`src/sv/lpfr_pkg.sv`:
```
// Shared types and codes for the length-prefixed frame receiver.
package lpfr_pkg;

	// Size byte counts itself and the type byte
	localparam logic [7:0] SIZE_OVERHEAD = 8'd2;

	// Frame parser phases
	localparam logic [1:0] PH_HUNT    = 2'd0;
	localparam logic [1:0] PH_TYPE    = 2'd1;
	localparam logic [1:0] PH_PAYLOAD = 2'd2;
	localparam logic [1:0] PH_TRAILER = 2'd3;

	// Result kinds
	localparam logic [1:0] KIND_TYPE    = 2'd0;
	localparam logic [1:0] KIND_PAYLOAD = 2'd1;
	localparam logic [1:0] KIND_END     = 2'd2;

	typedef struct packed {
		logic [7:0] rx_byte;
	} rx_item_t;

	typedef struct packed {
		logic [1:0] kind;
		logic [7:0] data;
		logic       frame_ok;
		logic       last;
	} res_item_t;

	// Request from the parser into the output stage
	typedef struct packed {
		logic      push;
		res_item_t item;
	} res_push_t;

endpackage

```
`src/sv/lpfr_stream_if.sv`:
```
// Valid/ready stream interface carrying one payload item per request.
interface lpfr_stream_if #(
	parameter type payload_t = logic
);
	logic     valid;
	logic     ready;
	payload_t payload;

	modport source (output valid, output payload, input ready);
	modport sink   (input valid, input payload, output ready);
endinterface

```
`src/sv/lpfr_parser.sv`:
```
// Frame parser: phase, byte counter and trailer check for each accepted byte.
module lpfr_parser
	import lpfr_pkg::*;
(
	input  logic       clk,
	input  logic       arst_n,
	input  logic       accept,
	input  logic [7:0] rx_byte,
	output res_push_t  res_push
);

	logic [1:0] phase_q;
	logic [7:0] bytes_left_q;
	logic [7:0] expected_trailer_q;

	logic [1:0] phase_d;
	logic [7:0] bytes_left_d;
	logic [7:0] expected_trailer_d;
	logic [7:0] left_dec;

	// Count down payload bytes, never below zero
	assign left_dec = (bytes_left_q != 8'd0) ? bytes_left_q - 8'd1 : bytes_left_q;

	// Decode the next phase and the result for this byte
	always_comb begin
		phase_d            = phase_q;
		bytes_left_d       = bytes_left_q;
		expected_trailer_d = expected_trailer_q;
		res_push           = '0;
		unique case (phase_q)
			PH_HUNT: begin
				if (rx_byte >= SIZE_OVERHEAD) begin
					bytes_left_d       = rx_byte - SIZE_OVERHEAD;
					expected_trailer_d = ~rx_byte;
					phase_d            = PH_TYPE;
				end
			end
			PH_TYPE: begin
				phase_d            = (bytes_left_q == 8'd0) ? PH_TRAILER : PH_PAYLOAD;
				res_push.push      = 1'b1;
				res_push.item.kind = KIND_TYPE;
				res_push.item.data = rx_byte;
			end
			PH_PAYLOAD: begin
				bytes_left_d       = left_dec;
				if (left_dec == 8'd0) begin
					phase_d = PH_TRAILER;
				end
				res_push.push      = 1'b1;
				res_push.item.kind = KIND_PAYLOAD;
				res_push.item.data = rx_byte;
			end
			PH_TRAILER: begin
				phase_d                = PH_HUNT;
				bytes_left_d           = 8'd0;
				res_push.push          = 1'b1;
				res_push.item.kind     = KIND_END;
				res_push.item.frame_ok = (rx_byte == expected_trailer_q);
				res_push.item.last     = 1'b1;
			end
			default: begin
				phase_d = PH_HUNT;
			end
		endcase
		// Only an accepted request produces a result
		res_push.push = res_push.push & accept;
	end

	// Advance the frame state on each accepted request
	always_ff @(posedge clk or negedge arst_n) begin
		if (!arst_n) begin
			phase_q            <= PH_HUNT;
			bytes_left_q       <= 8'd0;
			expected_trailer_q <= 8'd0;
		end else if (accept) begin
			phase_q            <= phase_d;
			bytes_left_q       <= bytes_left_d;
			expected_trailer_q <= expected_trailer_d;
		end
	end

endmodule

```
`src/sv/lpfr_out_stage.sv`:
```
// Output register with a skid entry so the input side can still take one result on a stall.
module lpfr_out_stage
	import lpfr_pkg::*;
(
	input  logic      clk,
	input  logic      arst_n,
	input  res_push_t res_push,
	output logic      space,
	output logic      out_valid,
	input  logic      out_ready,
	output res_item_t out_item
);

	logic      main_valid_q;
	logic      skid_valid_q;
	res_item_t main_q;
	res_item_t skid_q;
	logic      pop;

	assign pop       = main_valid_q & out_ready;
	assign space     = ~skid_valid_q;
	assign out_valid = main_valid_q;
	assign out_item  = main_q;

	// Track occupancy of the main and skid entries
	always_ff @(posedge clk or negedge arst_n) begin
		if (!arst_n) begin
			main_valid_q <= 1'b0;
			skid_valid_q <= 1'b0;
		end else if (skid_valid_q) begin
			if (pop) begin
				skid_valid_q <= 1'b0;
			end
		end else if (res_push.push) begin
			if (main_valid_q && !pop) begin
				skid_valid_q <= 1'b1;
			end else begin
				main_valid_q <= 1'b1;
			end
		end else if (pop) begin
			main_valid_q <= 1'b0;
		end
	end

	// Move payload into the main or skid entry
	always_ff @(posedge clk) begin
		if (skid_valid_q) begin
			if (pop) begin
				main_q <= skid_q;
			end
		end else if (res_push.push) begin
			if (main_valid_q && !pop) begin
				skid_q <= res_push.item;
			end else begin
				main_q <= res_push.item;
			end
		end
	end

endmodule

```
`src/sv/length_prefixed_frame_receiver_top.sv`:
```
// Top level of the length-prefixed frame receiver.
//
// Usage:
//   rx  - sink channel, one received serial byte per request (rx_byte).
//   res - source channel, one result per request: kind (type byte, payload
//         byte, end of frame), data, frame_ok and last.
//   Bytes below two are dropped while hunting; a byte of two or more starts a frame.
//   The type byte and every payload byte leave as soon as they arrive, before
//   the trailer is checked. The end-of-frame result carries last and frame_ok,
//   and downstream drops the frame when frame_ok is low.
// Output: each result is registered in the output stage before res offers it.
// Throughput: one byte per cycle while res is not stalled; the frame state is
//   registered and a result register with one skid entry separates the two channels.
// Stall: while res is stalled, rx keeps taking bytes until one more result
//   lands in the skid entry; then rx.ready stays low until res takes a result.
// Reset: arst_n clears both entries and returns the parser to hunting.
module length_prefixed_frame_receiver_top
	import lpfr_pkg::*;
(
	input  logic                             clk,
	input  logic                             arst_n,
	lpfr_stream_if.sink                      rx,
	lpfr_stream_if.source                    res
);

	logic      accept;
	logic      space;
	res_push_t res_push;
	res_item_t out_item;
	rx_item_t  rx_item;

	assign rx_item  = rx.payload;
	assign rx.ready = space;
	assign accept   = rx.valid & space;

	// Parse the byte stream into frames
	lpfr_parser u_parser (
		.clk      (clk),
		.arst_n   (arst_n),
		.accept   (accept),
		.rx_byte  (rx_item.rx_byte),
		.res_push (res_push)
	);

	// Hold results for the downstream side
	lpfr_out_stage u_out (
		.clk       (clk),
		.arst_n    (arst_n),
		.res_push  (res_push),
		.space     (space),
		.out_valid (res.valid),
		.out_ready (res.ready),
		.out_item  (out_item)
	);

	assign res.payload = out_item;

endmodule

```
`src/flat_wrapper.sv`:
```
// flat-port wrapper written by rule: the top's interface ports become plain ports
module length_prefixed_frame_receiver_top_flat import lpfr_pkg::*;
  (clk, arst_n, rx_valid, rx_payload, rx_ready, res_valid, res_payload, res_ready);
  lpfr_stream_if #(.payload_t(rx_item_t)) rx_i ();
  lpfr_stream_if #(.payload_t(res_item_t)) res_i ();
  input  logic clk;
  input  logic arst_n;
  input wire logic [$bits(rx_i.valid)-1:0] rx_valid;
  input wire logic [$bits(rx_i.payload)-1:0] rx_payload;
  output wire logic [$bits(rx_i.ready)-1:0] rx_ready;
  output wire logic [$bits(res_i.valid)-1:0] res_valid;
  output wire logic [$bits(res_i.payload)-1:0] res_payload;
  input wire logic [$bits(res_i.ready)-1:0] res_ready;
  assign rx_i.valid = rx_valid;
  assign rx_i.payload = rx_payload;
  assign rx_ready = rx_i.ready;
  assign res_valid = res_i.valid;
  assign res_payload = res_i.payload;
  assign res_i.ready = res_ready;
  length_prefixed_frame_receiver_top u_core (.clk(clk), .arst_n(arst_n), .rx(rx_i), .res(res_i));
endmodule
```
`config.mk`:
```
export PLATFORM = sky130hd
export DESIGN_NAME = length_prefixed_frame_receiver_top_flat
export DESIGN_NICKNAME = d
export VERILOG_FILES = /design/src/sv/lpfr_pkg.sv /design/src/sv/lpfr_stream_if.sv /design/src/sv/lpfr_parser.sv /design/src/sv/lpfr_out_stage.sv /design/src/sv/length_prefixed_frame_receiver_top.sv /design/src/flat_wrapper.sv
export SDC_FILE = /design/constraint.sdc
export NUM_CORES = 1
export LEC_CHECK = 0
export BUFFER_PORTS_ARGS = -buffer_cell sky130_fd_sc_hd__buf_4
export CAP_MARGIN = 25
export CORE_MARGIN = 5
export CORE_UTILIZATION = 63
export CTS_CLUSTER_DIAMETER = 200
export DETAILED_ROUTE_END_ITERATION = 6
export PLACE_DENSITY = 0.85
export SLEW_MARGIN = 10
export SYNTH_ARGS = -nofsm -noshare
export SYNTH_HDL_FRONTEND = slang
export SYNTH_HIERARCHICAL = 1
export SYNTH_SLANG_ARGS = --single-unit
```
`constraint.sdc`:
```
create_clock -name clk -period 3.8 [get_ports clk]
set_input_delay 0.76 -clock clk [delete_from_list [all_inputs] [get_ports clk]]
set_output_delay 0.76 -clock clk [all_outputs]
set_load 0.01 [all_outputs]
```
# Word level (Yosys, flattened, before mapping)
# Cells that the tools add are included.
[word_totals]
ff_bits = 44
latchBits = 0
ram_bits = 0
romBits = 0
in_bits = 12
output_inout_bits = 14
wordCells = 67
n_memories = 0
[classes]
add_sub_neg = 2
mul = 0
n_div = 0
magnitude_cmp = 1
eq_ne = 9
n_shift = 0
muxes = 21
bitwise = 5
reduce_logical = 16
[ops]
columns = ["op", "count"]
rows = [
  ["$mux W12", 4],
  ["$mux W8", 3],
  ["$pmux W8 S3", 1],
  ["$reduce_and A3 Y1", 6],
  ["$logic_not A8 Y1", 2],
  ["$pmux W3 S3", 1],
  ["$eq A8 B8 Y1", 1],
  ["$ge A8 B2 Y1 const B", 1],
  ["$mux W1", 8],
  ["$ne A2 B2 Y1 const B", 4],
  ["$not A8 Y8", 1],
  ["$pmux W2 S4", 1],
  ["$reduce_bool A8 Y1", 1],
  ["$sub A8 B1 Y8 const B", 1],
  ["$sub A8 B2 Y8 const B", 1],
  ["$mux W2", 3],
  ["$eq A2 B2 Y1 const B", 2],
  ["$reduce_bool A2 Y1", 2],
  ["$and A1 B1 Y1", 3],
  ["$reduce_bool A3 Y1", 1],
  ["$eq A2 B1 Y1 const B", 1],
  ["$logic_not A2 Y1", 1],
  ["$ne A2 B1 Y1 const B", 1],
  ["$reduce_or A2 Y1", 1],
  ["3 further kinds", 3],
]

# Logic depth before layout (Yosys ltp)
[logic_depth]
word_depth = 6
mapped_depth = 10
mapped_depth_nobuf = 8

# Hierarchy
# Netlist, hierarchy kept.
[by_module_without_submodules]
columns = ["module", "n_inst", "cells_each", "area_per_inst_um2", "seq_area_each_um2"]
rows = [
  ["lpfr_parser", 1, 168, 1412.6, 450.4],
  ["lpfr_out_stage", 1, 50, 1017.2, 770.7],
  ["length_prefixed_frame_receiver_top", 1, 1, 6.3, 0.0],
]

# Least setup slack after synthesis
# OpenSTA, ideal clock, no wires.
[synth_timing]
path_type = "input to register"
startpoint = "input port rx_valid"
endpoint = "register u_core/u_out/skid_q[0] (netlist bit), enable pin"
setup_ns = 0.396
arrival_ns = 2.041
t_required_ns = 3.404
slack_ns = 1.363
path_stages = 4
path_buffers = 0
path_cell_list = "and2_1 nor2b_1 nand2b_1 nor3_1"
[synth_lines]
columns = ["item", "line", "rtl"]
rows = [
  ["start, declared", "flat_wrapper.sv:8", "input wire logic [$bits(rx_i.valid)-1:0] rx_valid;"],
  ["end signal, assigned", "lpfr_out_stage.sv:53", "skid_q <= res_push.item;"],
  ["end, declared", "lpfr_out_stage.sv:17", "res_item_t skid_q;"],
]

# Worst setup path in the final report
[layout_timing]
startpoint = "register u_core.u_parser.phase_q[0]"
endpoint = "register u_core.u_parser.bytes_left_q[5]"
[layout_via]
elab_chain_cells = 3
elab_cells_between_ends = 7
classes_between = "3 x eq/ne; 1 x mux; 3 x reduce/logical"
[layout_rtl]
columns = ["item", "line", "rtl"]
rows = [
  ["start, declared", "lpfr_parser.sv:12", "logic [1:0] phase_q;"],
  ["start signal, assigned", "lpfr_parser.sv:76", "phase_q <= phase_d;"],
  ["$eq A2 B2 Y1 / $logic_not A2 Y1 (equally long branches)", "lpfr_parser.sv:30", "unique case (phase_q)"],
  ["$reduce_bool A3 Y1 (no line) / $ne A2 B2 Y1 (equally long branches)", "n/a", ""],
  ["$reduce_and A3 Y1 (no line)", "n/a", ""],
  ["end signal, assigned", "lpfr_parser.sv:77", "bytes_left_q <= bytes_left_d;"],
  ["end, declared", "lpfr_parser.sv:13", "logic [7:0] bytes_left_q;"],
]
# Parallel ways exist; a longest one is shown, timed or not.
# A chain may end at the register's enable or synchronous reset.

==> flow_metrics.py <==
metrics = {
    "grt": {
        "grt_use_met2": 0.328,
        "grt_pass1_vias": 1690,
        "grt-busiest-layer": "met2",
        "antenna_found_initial": 0,
        "grt_max_degree": 21,
        "met1_usage": 0.255,
        "grt_pass1_wl_um": 8010,
        "gr-usage-met3": 0.0360,
        "track_usage": 0.195,
        "grt.overflow.total": 0,
    },
    "clocking": {
        "cts_setup_buffers": 0,
        "clockBufferDepth": 2,
        "cts_num_sinks": 44,
        "h-tree-depth": 2,
        "cts.reportedPaths.clkPinSlew_ns": 0.08,
        "postCtsHoldBufs": 0,
        "cts_buffers": 5,
        "cts_tree": "built",
        "insertion_delay_ns": 0.30,
        "cts_resized": 0,
        "cts-root-buf": "clkbuf_8",
    },
    "die": {
        "placementRows": 22,
        "dieArea_mm2": 0.00521,
        "core_mm2": 0.00372,
        "start_util": 0.656,
        "dieWidth_um": 72.2,
        "top_level_ports": 26,
        "die_h_um": 72.2,
    },
    "critical_path": {
        "endpoint_kind": "flop",
        "cp.required_ns": 3.98,
        "arrival_ns": 2.83,
        "critPathLaunchType": "flop",
        "worstSetupPathType": "flop to flop",
        "crit_fanout": 15,
    },
    "timing": {
        "timing.final.ws_setup_ns": 1.15,
        "tightest_slew_ns": 0.810,
        "rsz0062_at_grt": "no",
        "finalClockSkew_ns": 0.00793,
        "final_hold_viol_count": 0,
        "setup_viol": 0,
        "slew_viol_final": 0,
        "fmax_mhz": 377,
        "fin_setup_tns_ns": 0,
        "fin_crit_sh": 0.698,
        "relSlewSlack": 0.458,
        "fin_crit_ns": 2.65,
    },
    "min_path": {
        "hold_class": "input pin to asynchronous set/reset pin",
    },
    "detailed_routing": {
        "firstDrtPassIters": 5,
        "via_per_inst": 6.01,
        "drc": 0,
        "drtIter0Drc": 146,
        "num_vias": 1738,
        "antenna_left": 0,
        "drt-total-wl_um": 4860,
        "avgRoutedWirePerCell_um": 16.8,
    },
    "synth": {
        "yosys.area.top_type": "edfxtp_1",
        "yosysWarnings": 6,
        "synth_area_leaders": "edfxtp_1 30%, dfrtp_1 21%, mux2_4 4.9%",
        "netlist_instances": 219,
        "avgSynthCellArea_um2": 11.1,
        "yosysTopAreaCellShare": 0.296,
        "synth_ff_type": "edfxtp_1",
        "synth_cell_type_count": 46,
        "synth-seq-cells": 44,
        "async_flop_share": 0.455,
        "synth_edf_count": 24,
        "ys_seq_area_frac": 0.501,
        "syn_area_mm2": 0.00244,
        "synth_fp_nets": 239,
    },
    "finish": {
        "synthToLayoutAreaGrowth_pct": 11.5,
        "seqCellArea_mm2": 0.00122,
        "drive_above_1_share": 0.216,
        "nets": 260,
        "n_antenna_cell": 0,
        "fin_util": 0.731,
        "multi_input_area_mm2": 0.00108,
        "num-fill-cells": 259,
        "layout_common_cells": "27 x buf_4, 24 x edfxtp_1, 20 x dfrtp_1",
        "final_common_cell": "buf_4",
    },
    "power_and_ir_drop": {
        "peakVddDrop_mv": 0.494,
        "p_per_area_mw_per_mm2": 856,
        "p_total_mw": 2.32,
        "leakage_nw": 1.09,
    },
    "place": {
        "port_buffers": 25,
        "place_ws_ns": 1.20,
        "hpwlAfterDp_um": 3530,
        "gp_congestion": 0.900,
    },
    "job": {
        "drv_cap": 0,
    },
    "status": {
        "outcome": "completed",
    },
}
worst paths after layout:
path	startpoint	to	slack [ns]	depth (start not counted)
worst max-delay path	u_core/u_parser/phase_q[0]	u_core/u_parser/bytes_left_q[5]	1.15	7
worst min-delay path	arst_n	u_core/u_parser/bytes_left_q[4]	0.33	1
worst max register to register	u_core/u_parser/phase_q[0]	u_core/u_parser/bytes_left_q[5]	1.15	7
worst min register to register	u_core/u_parser/expected_trailer_q[1]	u_core/u_parser/expected_trailer_q[1]	0.51	2
max in group asynchronous	arst_n	u_core/u_parser/bytes_left_q[5]	3.25	1
min in group clk	u_core/u_parser/expected_trailer_q[1]	u_core/u_parser/expected_trailer_q[1]	0.51	2
stage by stage:
stage	cells	hold slack, ns	instance area, um^2
2_1_floorplan	219	0.464	2440
3_3_place_gp	280	0.482	2600
3_5_place_dp	280	0.492	2600
4_1_cts	288	0.337	2710
5_1_grt	289	0.344	2720
6_report	289	0.332	2720
synth_stat cells (3+ instances only):
cell / instances
inv_1: 11
nand3_1: 3
a22o_1: 6
edfxtp_1: 24
mux2_2: 5
clkbuf_1: 8
nor4_1: 4
mux2_4: 8
xnor2_1: 11
o32ai_1: 3
a21oi_1: 7
o21ai_0: 16
dfrtp_1: 20
xor2_1: 4
nor2_1: 11
nand2_1: 17
ha_1: 8
and2_1: 9
buf_6: 3
nor3_1: 7
cell families (layout without fill, tap and decap cells):
| logic type | Yosys count | in the layout | share of synthesized area |
|---|---|---|---|
| muxes | 13 | 13 | 0.0724 |
| and+or+nand+nor | 67 | 67 | 0.148 |
| adders and majority gates | 8 | 8 | 0.0411 |
| xor gates and xnor gates | 15 | 15 | 0.0539 |
| DFF | 44 | 44 | 0.501 |
| AOI/OAI and AO/OA | 48 | 48 | 0.128 |
| buffers and inverters | 24 | 46 | 0.0544 |
flip-flops by register name (all words and copies together), names as in the netlist:
| name | count |
|---|---|
| u_core/u_out/skid_q | 12 |
| u_core/u_parser/bytes_left_q | 8 |
| u_core/u_parser/phase_q | 2 |
| u_core/u_out/out_item | 12 |
| u_core/u_parser/expected_trailer_q | 8 |
| u_core/u_out/skid_valid_q | 1 |
| u_core/u_out/out_valid | 1 |
routing by layer:
metal  wire length, um  vias to the layer above  part of all wire
met5                 0                        -                 0
met1              2060                      812              0.42
met3               342                       12             0.070
met4                80                        0             0.016
li1                  -                      829                 -
met2              2380                       85              0.49
power by group:
| part | switching [mW] | internal (mW) | total, mW |
|---|---|---|---|
| clock | 0.155 | 0.195 | 0.350 |
| sequential | 0.182 | 0.734 | 0.916 |
| combinational | 0.547 | 0.511 | 1.06 |
cell type report:
| type | count | share of cell area |
|---|---|---|
| clock buffer | 6 | 0.0267 |
| clock inverter | 2 | 0.0129 |
| inverter | 11 | 0.0152 |
| multi-input combinational | 151 | 0.399 |
| sequential | 44 | 0.450 |
| tap | 48 | 0.0221 |
| timing repair buffer | 27 | 0.0747 |
worst max-delay path, cell delays in order (launching register included):
cell and delay [ns]:
dfrtp_1 0.42, inv_1 0.14, ha_1 0.37, or2_0 0.39, nor2_1 0.07, nor2_1 0.64, o21ai_0 0.26, a22o_1 0.25
Power figures use the tool's default switching activity.
